===== src/sv/gsu_pkg.sv =====
// Package with shared widths, codes and structs of the sub-block code unpacker.
`default_nettype none
package gsu_pkg;

  localparam int unsigned BUF_BITS  = 24;
  localparam int unsigned BYTE_BITS = 8;
  localparam int unsigned MAX_CODE  = 16;
  localparam int unsigned CNT_W     = 5;
  localparam int unsigned BLK_W     = 8;
  localparam int unsigned SIZE_W    = 5;
  localparam int unsigned CODE_W    = 16;
  localparam int unsigned STATUS_W  = 2;

  typedef enum logic [STATUS_W-1:0] {
    ST_CODE    = 2'd0,
    ST_END     = 2'd1,
    ST_REFUSED = 2'd2,
    ST_DROPPED = 2'd3
  } status_t;

  typedef enum logic {
    KIND_BYTE    = 1'b0,
    KIND_REQUEST = 1'b1
  } kind_t;

  typedef struct packed {
    logic              kind;
    logic [BLK_W-1:0]  data_byte;
    logic [SIZE_W-1:0] code_size;
  } item_t;

  typedef struct packed {
    logic              valid;
    logic [CODE_W-1:0] code;
    status_t           status;
  } result_t;

endpackage
`default_nettype wire


===== src/sv/gsu_in_if.sv =====
// Input channel interface carrying raw stream bytes and code requests.
`default_nettype none
interface gsu_in_if;
  logic                        valid;
  logic                        ready;
  logic                        kind;
  logic [gsu_pkg::BLK_W-1:0]   data_byte;
  logic [gsu_pkg::SIZE_W-1:0]  code_size;

  modport source (output valid, kind, data_byte, code_size, input ready);
  modport sink   (input valid, kind, data_byte, code_size, output ready);
endinterface
`default_nettype wire


===== src/sv/gsu_out_if.sv =====
// Result channel interface carrying codes and status.
`default_nettype none
interface gsu_out_if;
  logic                          valid;
  logic                          ready;
  logic [gsu_pkg::CODE_W-1:0]    code;
  logic [gsu_pkg::STATUS_W-1:0]  status;

  modport source (output valid, code, status, input ready);
  modport sink   (input valid, code, status, output ready);
endinterface
`default_nettype wire


===== src/sv/gif_subblock_code_unpacker.sv =====
// Top level of the sub-block code unpacker.
// The input channel in_ch carries one item per transfer: either a raw stream
// byte (kind 0, data_byte) or a request for one code (kind 1, code_size).
// Length bytes open each sub-block and are consumed; data bytes fill a
// 24-bit buffer, least significant bit first. The result channel out_ch
// carries a code with status 0, or a status for end of data, a refused
// request or a dropped byte. Not every item causes a result.
// An accepted item is held in the input register while the buffer logic
// processes it, and its result is then loaded into the output register,
// from which it is offered on out_ch.
// One item can be accepted in every cycle unless a stalled receiver holds
// back a result; the buffer update is the single step that sets this rate.
// A synchronous active-low reset empties both registers, clears the buffer
// and the pending request, and makes the next byte a length byte.
// When the receiver stalls, the output register holds its result and the
// input register keeps taking items that cause no result; an item with a
// result waits in the input register, and then in_ch.ready falls.
`default_nettype none
module gif_subblock_code_unpacker (
  input  wire logic clk,
  input  wire logic rst_n,
  gsu_in_if.sink    in_ch,
  gsu_out_if.source out_ch
);
  import gsu_pkg::*;

  logic    stg_valid_r;
  item_t   stg_item_r;
  result_t res;
  logic    advance;

  logic                out_valid_r;
  logic [CODE_W-1:0]   out_code_r;
  logic [STATUS_W-1:0] out_status_r;

  gsu_core u_core (
    .clk     (clk),
    .rst_n   (rst_n),
    .step_en (advance),
    .item    (stg_item_r),
    .res     (res)
  );

  assign advance     = stg_valid_r && (!res.valid || !out_valid_r || out_ch.ready);
  assign in_ch.ready = !stg_valid_r || advance;

  always_ff @(posedge clk) begin
    if (!rst_n) begin
      stg_valid_r <= 1'b0;
    end else if (in_ch.ready) begin
      stg_valid_r <= in_ch.valid;
    end
  end

  always_ff @(posedge clk) begin
    if (in_ch.ready && in_ch.valid) begin
      stg_item_r.kind      <= in_ch.kind;
      stg_item_r.data_byte <= in_ch.data_byte;
      stg_item_r.code_size <= in_ch.code_size;
    end
  end

  always_ff @(posedge clk) begin
    if (!rst_n) begin
      out_valid_r <= 1'b0;
    end else if (advance && res.valid) begin
      out_valid_r <= 1'b1;
    end else if (out_ch.ready) begin
      out_valid_r <= 1'b0;
    end
  end

  always_ff @(posedge clk) begin
    if (advance && res.valid) begin
      out_code_r   <= res.code;
      out_status_r <= res.status;
    end
  end

  assign out_ch.valid  = out_valid_r;
  assign out_ch.code   = out_code_r;
  assign out_ch.status = out_status_r;

endmodule
`default_nettype wire


===== src/sv/gsu_core.sv =====
// Bit buffer, sub-block tracking and request logic of the code unpacker.
`default_nettype none
module gsu_core (
  input  wire logic             clk,
  input  wire logic             rst_n,
  input  wire logic             step_en,
  input  wire gsu_pkg::item_t   item,
  output gsu_pkg::result_t      res
);
  import gsu_pkg::*;

  logic [BUF_BITS-1:0] buf_r, buf_nxt;
  logic [CNT_W-1:0]    cnt_r, cnt_nxt;
  logic [BLK_W-1:0]    rem_r, rem_nxt;
  logic [SIZE_W-1:0]   pend_r, pend_nxt;

  always_comb begin
    logic [BUF_BITS-1:0] work_buf;
    logic [CNT_W-1:0]    work_cnt;
    logic [SIZE_W-1:0]   size_sat;
    logic [SIZE_W-1:0]   take_w;
    logic                take_en;
    logic [BUF_BITS-1:0] mask;

    work_buf   = buf_r;
    work_cnt   = cnt_r;
    rem_nxt    = rem_r;
    pend_nxt   = pend_r;
    take_w     = '0;
    take_en    = 1'b0;
    res.valid  = 1'b0;
    res.code   = '0;
    res.status = ST_CODE;
    size_sat   = (item.code_size > SIZE_W'(MAX_CODE)) ? SIZE_W'(MAX_CODE) : item.code_size;

    if (item.kind == KIND_BYTE) begin
      if (rem_r == '0) begin
        if (item.data_byte == '0) begin
          res.valid  = 1'b1;
          res.status = ST_END;
        end else begin
          rem_nxt = item.data_byte;
        end
      end else begin
        rem_nxt = rem_r - BLK_W'(1);
        if (cnt_r > CNT_W'(BUF_BITS - BYTE_BITS)) begin
          res.valid  = 1'b1;
          res.status = ST_DROPPED;
        end else begin
          work_buf = buf_r | (BUF_BITS'(item.data_byte) << cnt_r);
          work_cnt = cnt_r + CNT_W'(BYTE_BITS);
          if (pend_r != '0 && work_cnt >= CNT_W'(pend_r)) begin
            take_en  = 1'b1;
            take_w   = pend_r;
            pend_nxt = '0;
          end
        end
      end
    end else begin
      if (pend_r != '0) begin
        res.valid  = 1'b1;
        res.status = ST_REFUSED;
      end else if (size_sat == '0) begin
        res.valid = 1'b1;
      end else if (cnt_r >= CNT_W'(size_sat)) begin
        take_en = 1'b1;
        take_w  = size_sat;
      end else begin
        pend_nxt = size_sat;
      end
    end

    mask = (BUF_BITS'(1) << take_w) - BUF_BITS'(1);
    if (take_en) begin
      res.valid  = 1'b1;
      res.status = ST_CODE;
      res.code   = CODE_W'(work_buf & mask);
      buf_nxt    = work_buf >> take_w;
      cnt_nxt    = work_cnt - CNT_W'(take_w);
    end else begin
      buf_nxt = work_buf;
      cnt_nxt = work_cnt;
    end
  end

  always_ff @(posedge clk) begin
    if (!rst_n) begin
      buf_r  <= '0;
      cnt_r  <= '0;
      rem_r  <= '0;
      pend_r <= '0;
    end else if (step_en) begin
      buf_r  <= buf_nxt;
      cnt_r  <= cnt_nxt;
      rem_r  <= rem_nxt;
      pend_r <= pend_nxt;
    end
  end

endmodule
`default_nettype wire

===== src/flat_wrapper.sv =====
// flat-port wrapper written by rule: the top's interface ports become plain ports
module gif_subblock_code_unpacker_flat import gsu_pkg::*;
  (clk, rst_n, in_ch_valid, in_ch_kind, in_ch_data_byte, in_ch_code_size, in_ch_ready, out_ch_valid, out_ch_code, out_ch_status, out_ch_ready);
  gsu_in_if in_ch_i ();
  gsu_out_if out_ch_i ();
  input  wire logic clk;
  input  wire logic rst_n;
  input wire logic [$bits(in_ch_i.valid)-1:0] in_ch_valid;
  input wire logic [$bits(in_ch_i.kind)-1:0] in_ch_kind;
  input wire logic [$bits(in_ch_i.data_byte)-1:0] in_ch_data_byte;
  input wire logic [$bits(in_ch_i.code_size)-1:0] in_ch_code_size;
  output wire logic [$bits(in_ch_i.ready)-1:0] in_ch_ready;
  output wire logic [$bits(out_ch_i.valid)-1:0] out_ch_valid;
  output wire logic [$bits(out_ch_i.code)-1:0] out_ch_code;
  output wire logic [$bits(out_ch_i.status)-1:0] out_ch_status;
  input wire logic [$bits(out_ch_i.ready)-1:0] out_ch_ready;
  assign in_ch_i.valid = in_ch_valid;
  assign in_ch_i.kind = in_ch_kind;
  assign in_ch_i.data_byte = in_ch_data_byte;
  assign in_ch_i.code_size = in_ch_code_size;
  assign in_ch_ready = in_ch_i.ready;
  assign out_ch_valid = out_ch_i.valid;
  assign out_ch_code = out_ch_i.code;
  assign out_ch_status = out_ch_i.status;
  assign out_ch_i.ready = out_ch_ready;
  gif_subblock_code_unpacker u_core (.clk(clk), .rst_n(rst_n), .in_ch(in_ch_i), .out_ch(out_ch_i));
endmodule

===== config.mk =====
export PLATFORM = sky130hd
export DESIGN_NAME = gif_subblock_code_unpacker_flat
export DESIGN_NICKNAME = d
export VERILOG_FILES = /design/src/sv/gsu_pkg.sv /design/src/sv/gsu_in_if.sv /design/src/sv/gsu_out_if.sv /design/src/sv/gif_subblock_code_unpacker.sv /design/src/sv/gsu_core.sv /design/src/flat_wrapper.sv
export SDC_FILE = /design/constraint.sdc
export NUM_CORES = 1
export LEC_CHECK = 0
export CORE_ASPECT_RATIO = 0.7
export CORE_MARGIN = 2
export CORE_UTILIZATION = 55
export CTS_CLUSTER_SIZE = 12
export DETAILED_ROUTE_END_ITERATION = 7
export DONT_BUFFER_PORTS = 1
export HOLD_SLACK_MARGIN = 0.06
export MAX_ROUTING_LAYER = met4
export PLACE_DENSITY_LB_ADDON = 0.05
export SLEW_MARGIN = 20
export SYNTH_ARGS = -nofsm -noshare
export SYNTH_HDL_FRONTEND = slang
export SYNTH_SLANG_ARGS = --single-unit
export TNS_END_PERCENT = 5

===== constraint.sdc =====
create_clock -name clk -period 6.7 [get_ports clk]
set_input_delay 1.34 -clock clk [delete_from_list [all_inputs] [get_ports clk]]
set_output_delay 1.34 -clock clk [all_outputs]
set_load 0.05 [all_outputs]

### Yosys cells after proc, flatten, opt, wreduce, memory -nomap -nowiden

Cells that the tools add are included.

| word-level totals | value |
|---|---|
| bits in registers | 76 |
| bits in latches | 0 |
| bits in writable memories | 0 |
| ROM bits | 0 |
| output and inout bits | 20 |
| logic and storage cells | 95 |
| memories kept | 0 |

| cells by class | value |
|---|---|
| add/sub/neg operators | 4 |
| multipliers | 0 |
| divide/modulo/power cells | 0 |
| order comparisons | 4 |
| eq/ne operators | 6 |
| shifts and indexed selects | 3 |
| mux-type cells | 46 |
| bitwise logic cells | 3 |
| reductions and logical operators | 18 |

Operator list:

| cell | count |
|---|---|
| $mux W24 | 4 |
| $mux W5 | 19 |
| $or A24 B24 Y24 | 1 |
| $shl A8 B5 Y24 | 1 |
| $shr A24 B5 Y24 | 1 |
| $mux W19 | 1 |
| $and A16 B16 Y16 | 1 |
| $logic_not A8 Y1 | 2 |
| $mux W1 | 16 |
| $mux W8 | 2 |
| $shl A1 B5 Y16 const A | 1 |
| $sub A16 B2 Y16 const B | 1 |
| $ge A5 B5 Y1 | 2 |
| $gt A5 B5 Y1 const B | 2 |
| $mux W2 | 4 |
| $ne A2 B2 Y1 const B | 4 |
| $sub A8 B1 Y8 const B | 1 |
| $reduce_and A7 Y1 | 1 |
| $add A5 B4 Y5 const B | 1 |
| $logic_not A5 Y1 | 1 |
| $reduce_bool A5 Y1 | 1 |
| $sub A5 B5 Y5 | 1 |
| $logic_and A1 B1 Y1 | 4 |
| $ne A2 B1 Y1 const B | 2 |
| 5 further kinds | 10 |

### Depth between registers and ports, before layout

| logic depth | value |
|---|---|
| word-level depth | 17 |
| depth in mapped cells | 22 |

### Modules after synthesis

From an unflattened synthesis, not the netlist that was laid out.

| unflattened totals | value |
|---|---|
| cells, all modules | 769 |
| area, all modules | 6284.8 um2 |

Modules (own cells, without submodules):

| module | times used | cells an instance | area an instance (um2) | seq. area each (um2) |
|---|---|---|---|---|
| gsu_core | 1 | 725 | 5206.2 | 840.8 |
| gif_subblock_code_unpacker | 1 | 44 | 1078.5 | 1001.0 |

### Least setup slack after synthesis

No wires, ideal clock.

| timing path | value |
|---|---|
| kind | flip-flop to flip-flop |
| start | register u_core.u_core.cnt_r[0] |
| end | register u_core.u_core.cnt_r[4] |
| arrival time | 3.890 ns |
| setup slack | 2.683 ns |
| cell stages (with the launch flop) | 23 |
| buffers on the path | 4 |
| clock period less this slack | 4.017 ns |
| cell sequence | dfxtp_1 -> buf_2 -> inv_1 -> clkbuf_1 -> ha_1 -> nor2b_1 -> o21ai_0 -> a41o_1 -> and2_1 -> nor2_8 -> inv_4 -> buf_4 -> clkbuf_1 -> ha_1 -> inv_1 -> fa_1 -> a21o_1 -> a21oi_1 -> xnor2_1 -> nand2_1 -> o21ai_0 -> o21a_1 -> nor2_1 |

| between the ends | value |
|---|---|
| word-level cells in the longest chain between the ends | 12 |
| elaborated cells on any way between the ends | 32 |
| those cells by class | 2 x add/sub; 3 x order compare; 22 x mux; 5 x reduce/logical |

RTL lines:

| what | RTL line | text |
|---|---|---|
| start: declaration | gsu_core.sv:13 | `logic [CNT_W-1:0] cnt_r, cnt_nxt;` |
| start signal: assignment | gsu_core.sv:94 | `cnt_r <= cnt_nxt;` |
| parallel branches: the longest is 12 deep, another holds $add A5 B4 Y5 | -- |  |

Several ways; the timed one is not identified.
A chain may end at the register's enable or synchronous reset.

### Worst setup path in the final report

| timing path | value |
|---|---|
| start | register u_core.u_core.cnt_r[0] |
| end | output port in_ch_ready |

| between the ends | value |
|---|---|
| word-level cells in the longest chain between the ends | 13 |
| elaborated cells on any way between the ends | 21 |
| those cells by class | 1 x add/sub; 3 x order compare; 11 x mux; 6 x reduce/logical |

RTL lines:

| what | RTL line | text |
|---|---|---|
| $add A5 B4 Y5 | gsu_core.sv:51 | `work_cnt = cnt_r + CNT_W'(BYTE_BITS);` |
| $ge A5 B5 Y1 | gsu_core.sv:52 | `if (pend_r != '0 && work_cnt >= CNT_W'(pend_r)) begin` |
| $logic_and A1 B1 Y1 | gsu_core.sv:52 |  |
| $mux W1 | gsu_core.sv:52 |  |
| $mux W1 | gsu_core.sv:46 | `if (cnt_r > CNT_W'(BUF_BITS - BYTE_BITS)) begin` |
| $mux W1 | gsu_core.sv:37 | `if (rem_r == '0) begin` |
| $mux W1 | gsu_core.sv:36 | `if (item.kind == KIND_BYTE) begin` |
| $mux W19 (*) | gsu_core.sv:74 | `if (take_en) begin` |
| $logic_not A1 Y1 (*) | gif_subblock_code_unpacker.sv:44 | `assign advance = stg_valid_r && (!res.valid \|\| !out_valid_r \|\| out_ch.ready);` |
| $logic_or A1 B1 Y1 (*) (2 in series) | gif_subblock_code_unpacker.sv:44 |  |
| $logic_and A1 B1 Y1 (*) | gif_subblock_code_unpacker.sv:44 |  |
| $logic_or A1 B1 Y1 (*) | gif_subblock_code_unpacker.sv:45 | `assign in_ch.ready = !stg_valid_r \|\| advance;` |
| end: declaration | flat_wrapper.sv:12 | `output wire logic [$bits(in_ch_i.ready)-1:0] in_ch_ready;` |

Every way passes the cells marked *; elsewhere a longest branch is shown, timed or not.

==> metrics.cfg <==
[critical_path]
cp.required_ns=5.36
critical_path.cell_chain=inv_1 -> ha_1 -> nand2b_1 -> a31oi_1 -> o21a_1 -> nor2_4 -> a21oi_4 -> inv_1 -> a21oi_2 -> nand2b_1 -> or2_2
worst_path_largest_cell_delay_ns=0.71
crit_path_max_fanout=28
reg2reg_depth=14
cp.arrival_ns=4.01
timing_worst_setup_path_type=reg -> out
cp_startpoint_kind=register
crit_path_end_kind=output pin
critical_path.slowest_cell=sky130_fd_sc_hd__dfxtp_1

[pwr]
p_sw_share_pct=34.0
power.ir.vdd_worst_mv=0.126
powerDensity_nw_per_um2=222
design_power_total_uw=1370
power.static_leakage_uw=0.00216
power.combinational.fraction_pct=24.9
internal_power_uw=905
power_spent_charging_and_discharging_nets_uw=467
pwr-share-seq_pct=39.7
clock_power_share_pct=35.5

[placement]
io_buffer_count=0
placedInstanceArea_um2=5890
dp_cells=809
dpl.hpwl_um=14100
finalWeightedCongestion=1.02

[sta]
max_frequency_mhz=187
timing.final.setup_violations=0
period_utilization_pct=79.9
final_hold_viol_count=0
finalCriticalPeriod_ns=5.35
setup_tns_ns=0
rsz0062_at_grt=no
transition_time_at_the_pin_with_the_least_slew_margin_ns=0.807
finalMaxSlewViolations=0
max_slew_margin_pct=45.5
fin_worst_skew_ns=0.00790

[worst_hold_path]
min_delay_path_depth=2
worst_min_delay_path_class=reg -> reg

[drt]
per_cell_via_count_in_the_routed_design=7.02
met3RoutedLength_um=2710
detail_route.iter0.violations=827
routed_wire_length_per_instance_um=23.7
wirelength_met1_um=8900
routed_wl_um=19600
drc=0
wl_met2_um=7680
vias=5802
drtAntennaViolNets=0
highest-signal-layer=met4
drtPass1Iterations=8

[floorplanning]
core_um2=10400
initial_core_utilization_pct=56.6
top_level_i_o_count=38
rows=31
die_height_um=90.5
die_span_x_um=128
dieArea_um2=11600

[cts]
h-tree-depth=3
cts_setup_buffers=0
cts_buffers=9
clock_sinks=76
post_cts_hold_buffer_count=0
cts_max_path_buffers=2
post_cts_resize_count=0
clockRootBuffer=sky130_fd_sc_hd__clkbuf_16
cts_tree=built
clk_pin_slew_worst_paths_ns=0.06
clock_latency_ns=0.34

[run]
max-cap-violations=0

[global_routing]
globalRouteOverflowTotal=0
grt_first_pass_wirelength_um=30700
largest_net_degree_at_the_start_of_global_routing=34
first_global_vias=5221
grtUsageTotal_pct=35.3
grt_antenna_before_repair=0

[logic_synthesis]
synth_top_flop_cell=sky130_fd_sc_hd__dfxtp_1
netlist_instances=716
edff_count_synth=32
synth.yosys.seq_area_share_pct=31.3
synth-async-reset-ratio_pct=0
yosysUniqueCellTypes=81
synthesis.yosys.warnings=0
syn_avg_cell_area_um2=8.22
syn-cell-area_um2=5880
yosys_register_bits=76
postSynthNetCount=752

[cells_and_area]
area_growth_syn_to_layout_pct=5.08
final_nets=724
design_area_um2=6180
final_util_pct=59.5
drive_gt1_share_pct=9.67
stdcell_count=826

[outcome]
run_status=completed

[cells in the final DEF (no fill, tap or decap), types with 3 or more instances in the layout]
cell                        count
sky130_fd_sc_hd__nor2b_1        6
sky130_fd_sc_hd__and3_1         6
sky130_fd_sc_hd__nand3_1       26
sky130_fd_sc_hd__or3_1          7
sky130_fd_sc_hd__nor2_1        69
sky130_fd_sc_hd__a21oi_1       66
sky130_fd_sc_hd__clkinv_2       3
sky130_fd_sc_hd__a31oi_1       18
sky130_fd_sc_hd__mux2i_1       37
sky130_fd_sc_hd__nor3_1        25
sky130_fd_sc_hd__o22ai_1        6
sky130_fd_sc_hd__inv_1         22
sky130_fd_sc_hd__clkbuf_16      9
sky130_fd_sc_hd__or4_1          4
sky130_fd_sc_hd__xnor2_1        4
sky130_fd_sc_hd__a211oi_1      14
sky130_fd_sc_hd__o32ai_1        3
sky130_fd_sc_hd__and2_1         8
sky130_fd_sc_hd__nand2b_1      13
sky130_fd_sc_hd__nand2_1       60
sky130_fd_sc_hd__a22o_1         3
sky130_fd_sc_hd__o21ai_0       50
sky130_fd_sc_hd__o21a_1         9
sky130_fd_sc_hd__a221oi_1      10
sky130_fd_sc_hd__dfxtp_1       44
sky130_fd_sc_hd__nor4_1         6
sky130_fd_sc_hd__o31ai_1        5
sky130_fd_sc_hd__buf_4         10
sky130_fd_sc_hd__o211ai_1       9
sky130_fd_sc_hd__mux2_2        16
sky130_fd_sc_hd__edfxtp_1      32
sky130_fd_sc_hd__a21o_1         5
sky130_fd_sc_hd__nand4_1        3
sky130_fd_sc_hd__ha_1          17
[worst max-delay path: cells and delay by family (launching register included)]
family | cells | cell delay [ns]
AOI/OAI and AO/OA | 4 | 1.30
adders and majority gates | 1 | 0.40
buffers and inverters | 2 | 0.59
DFF | 1 | 0.71
and+or+nand+nor | 4 | 0.66
[flip-flops by register name (all words and copies together) (netlist names)]
signal                flops
u_core.out_ch.status      2
u_core.stg_valid_r        1
u_core.out_ch.code       16
u_core.out_ch.valid       1
u_core.u_core.rem_r       8
u_core.u_core.buf_r      24
u_core.u_core.pend_r      5
u_core.stg_item_r        14
u_core.u_core.cnt_r       5
[path summary, 6_finish.rpt]
path | startpoint | slack, ns | to
max reg2reg | u_core.u_core.cnt_r[0] | 1.87 | u_core.out_ch.code[8]
min reg2reg | u_core.u_core.buf_r[6] | 0.50 | u_core.u_core.buf_r[6]
min | u_core.u_core.buf_r[6] | 0.50 | u_core.u_core.buf_r[6]
max | u_core.u_core.cnt_r[0] | 1.35 | in_ch_ready
[cells by family after synthesis]
family,synth area share [%]
compound gates,25.8
xor+xnor,0.893
fa+ha+maj,3.96
buf+inv,5.81
flops,31.3
mux,11.0
simple gates,21.2
[layout make-up]
type | count | area, um^2
antenna | 1 | 2.50
clock buffer | 11 | 233
fill | 938 | 4210
timing repair buffer | 10 | 75.1
clock inverter | 5 | 53.8
tap | 132 | 165
sequential | 76 | 1840
inverter | 26 | 100
multi-input combinational | 565 | 3710
[synthesized netlist by cell type, drive strengths merged (3+ instances only)]
cell type,n,share of area [%]
nand2,60,3.8
nor4,8,1.2
or2,4,0.43
edfxtp,32,16
nor3,25,2.1
a221oi,11,1.7
a21oi,68,6.0
a22o,3,0.45
inv,25,1.6
nand3,26,2.2
o31ai,5,0.64
a31oi,18,1.9
and3,6,0.64
xnor2,4,0.60
ha,17,3.6
nand2b,13,1.4
a21o,5,0.64
or3,8,0.94
mux2i,38,6.7
mux2,18,3.6
nor2b,6,0.64
nor2,72,5.0
dfxtp,44,15
or4,4,0.51
a211oi,16,2.3
o21ai,52,4.4
o211ai,9,1.1
o21a,9,1.1
o32ai,3,0.45
buf,26,2.6
nand4,3,0.32
clkbuf,23,1.5
o22ai,6,0.64
and2,12,1.4
a22oi,3,0.47
[per-stage QoR]
stage / hold WS, ns / setup slack [ns]
2_1_floorplan: 0.431 / 2.68
3_3_place_gp: 0.466 / 1.88
3_5_place_dp: 0.479 / 1.84
4_1_cts: 0.489 / 1.48
5_1_grt: 0.516 / 1.01
6_report: 0.496 / 1.35
[power groups by stage]
| stage | clock [uW] | sequential [uW] | combinational, uW |
|---|---|---|---|
| 3_3_place_gp | 0 | 552 | 323 |
| 4_1_cts | 491 | 543 | 325 |
| 6_report | 487 | 544 | 341 |
| 2_1_floorplan | 0 | 542 | 250 |
| 5_1_grt | 506 | 547 | 368 |
| 3_5_place_dp | 0 | 553 | 323 |
[metal layers]
| metal | GRT usage (%) | up-vias |
|---|---|---|
| met3 | 13.7 | 39 |
| li1 | - | 2631 |
| met2 | 45.4 | 405 |
| met4 | 6.04 | 0 |
| met1 | 52.3 | 2727 |
| met5 | - | - |
No activity file was read; power rests on OpenSTA's default activity.
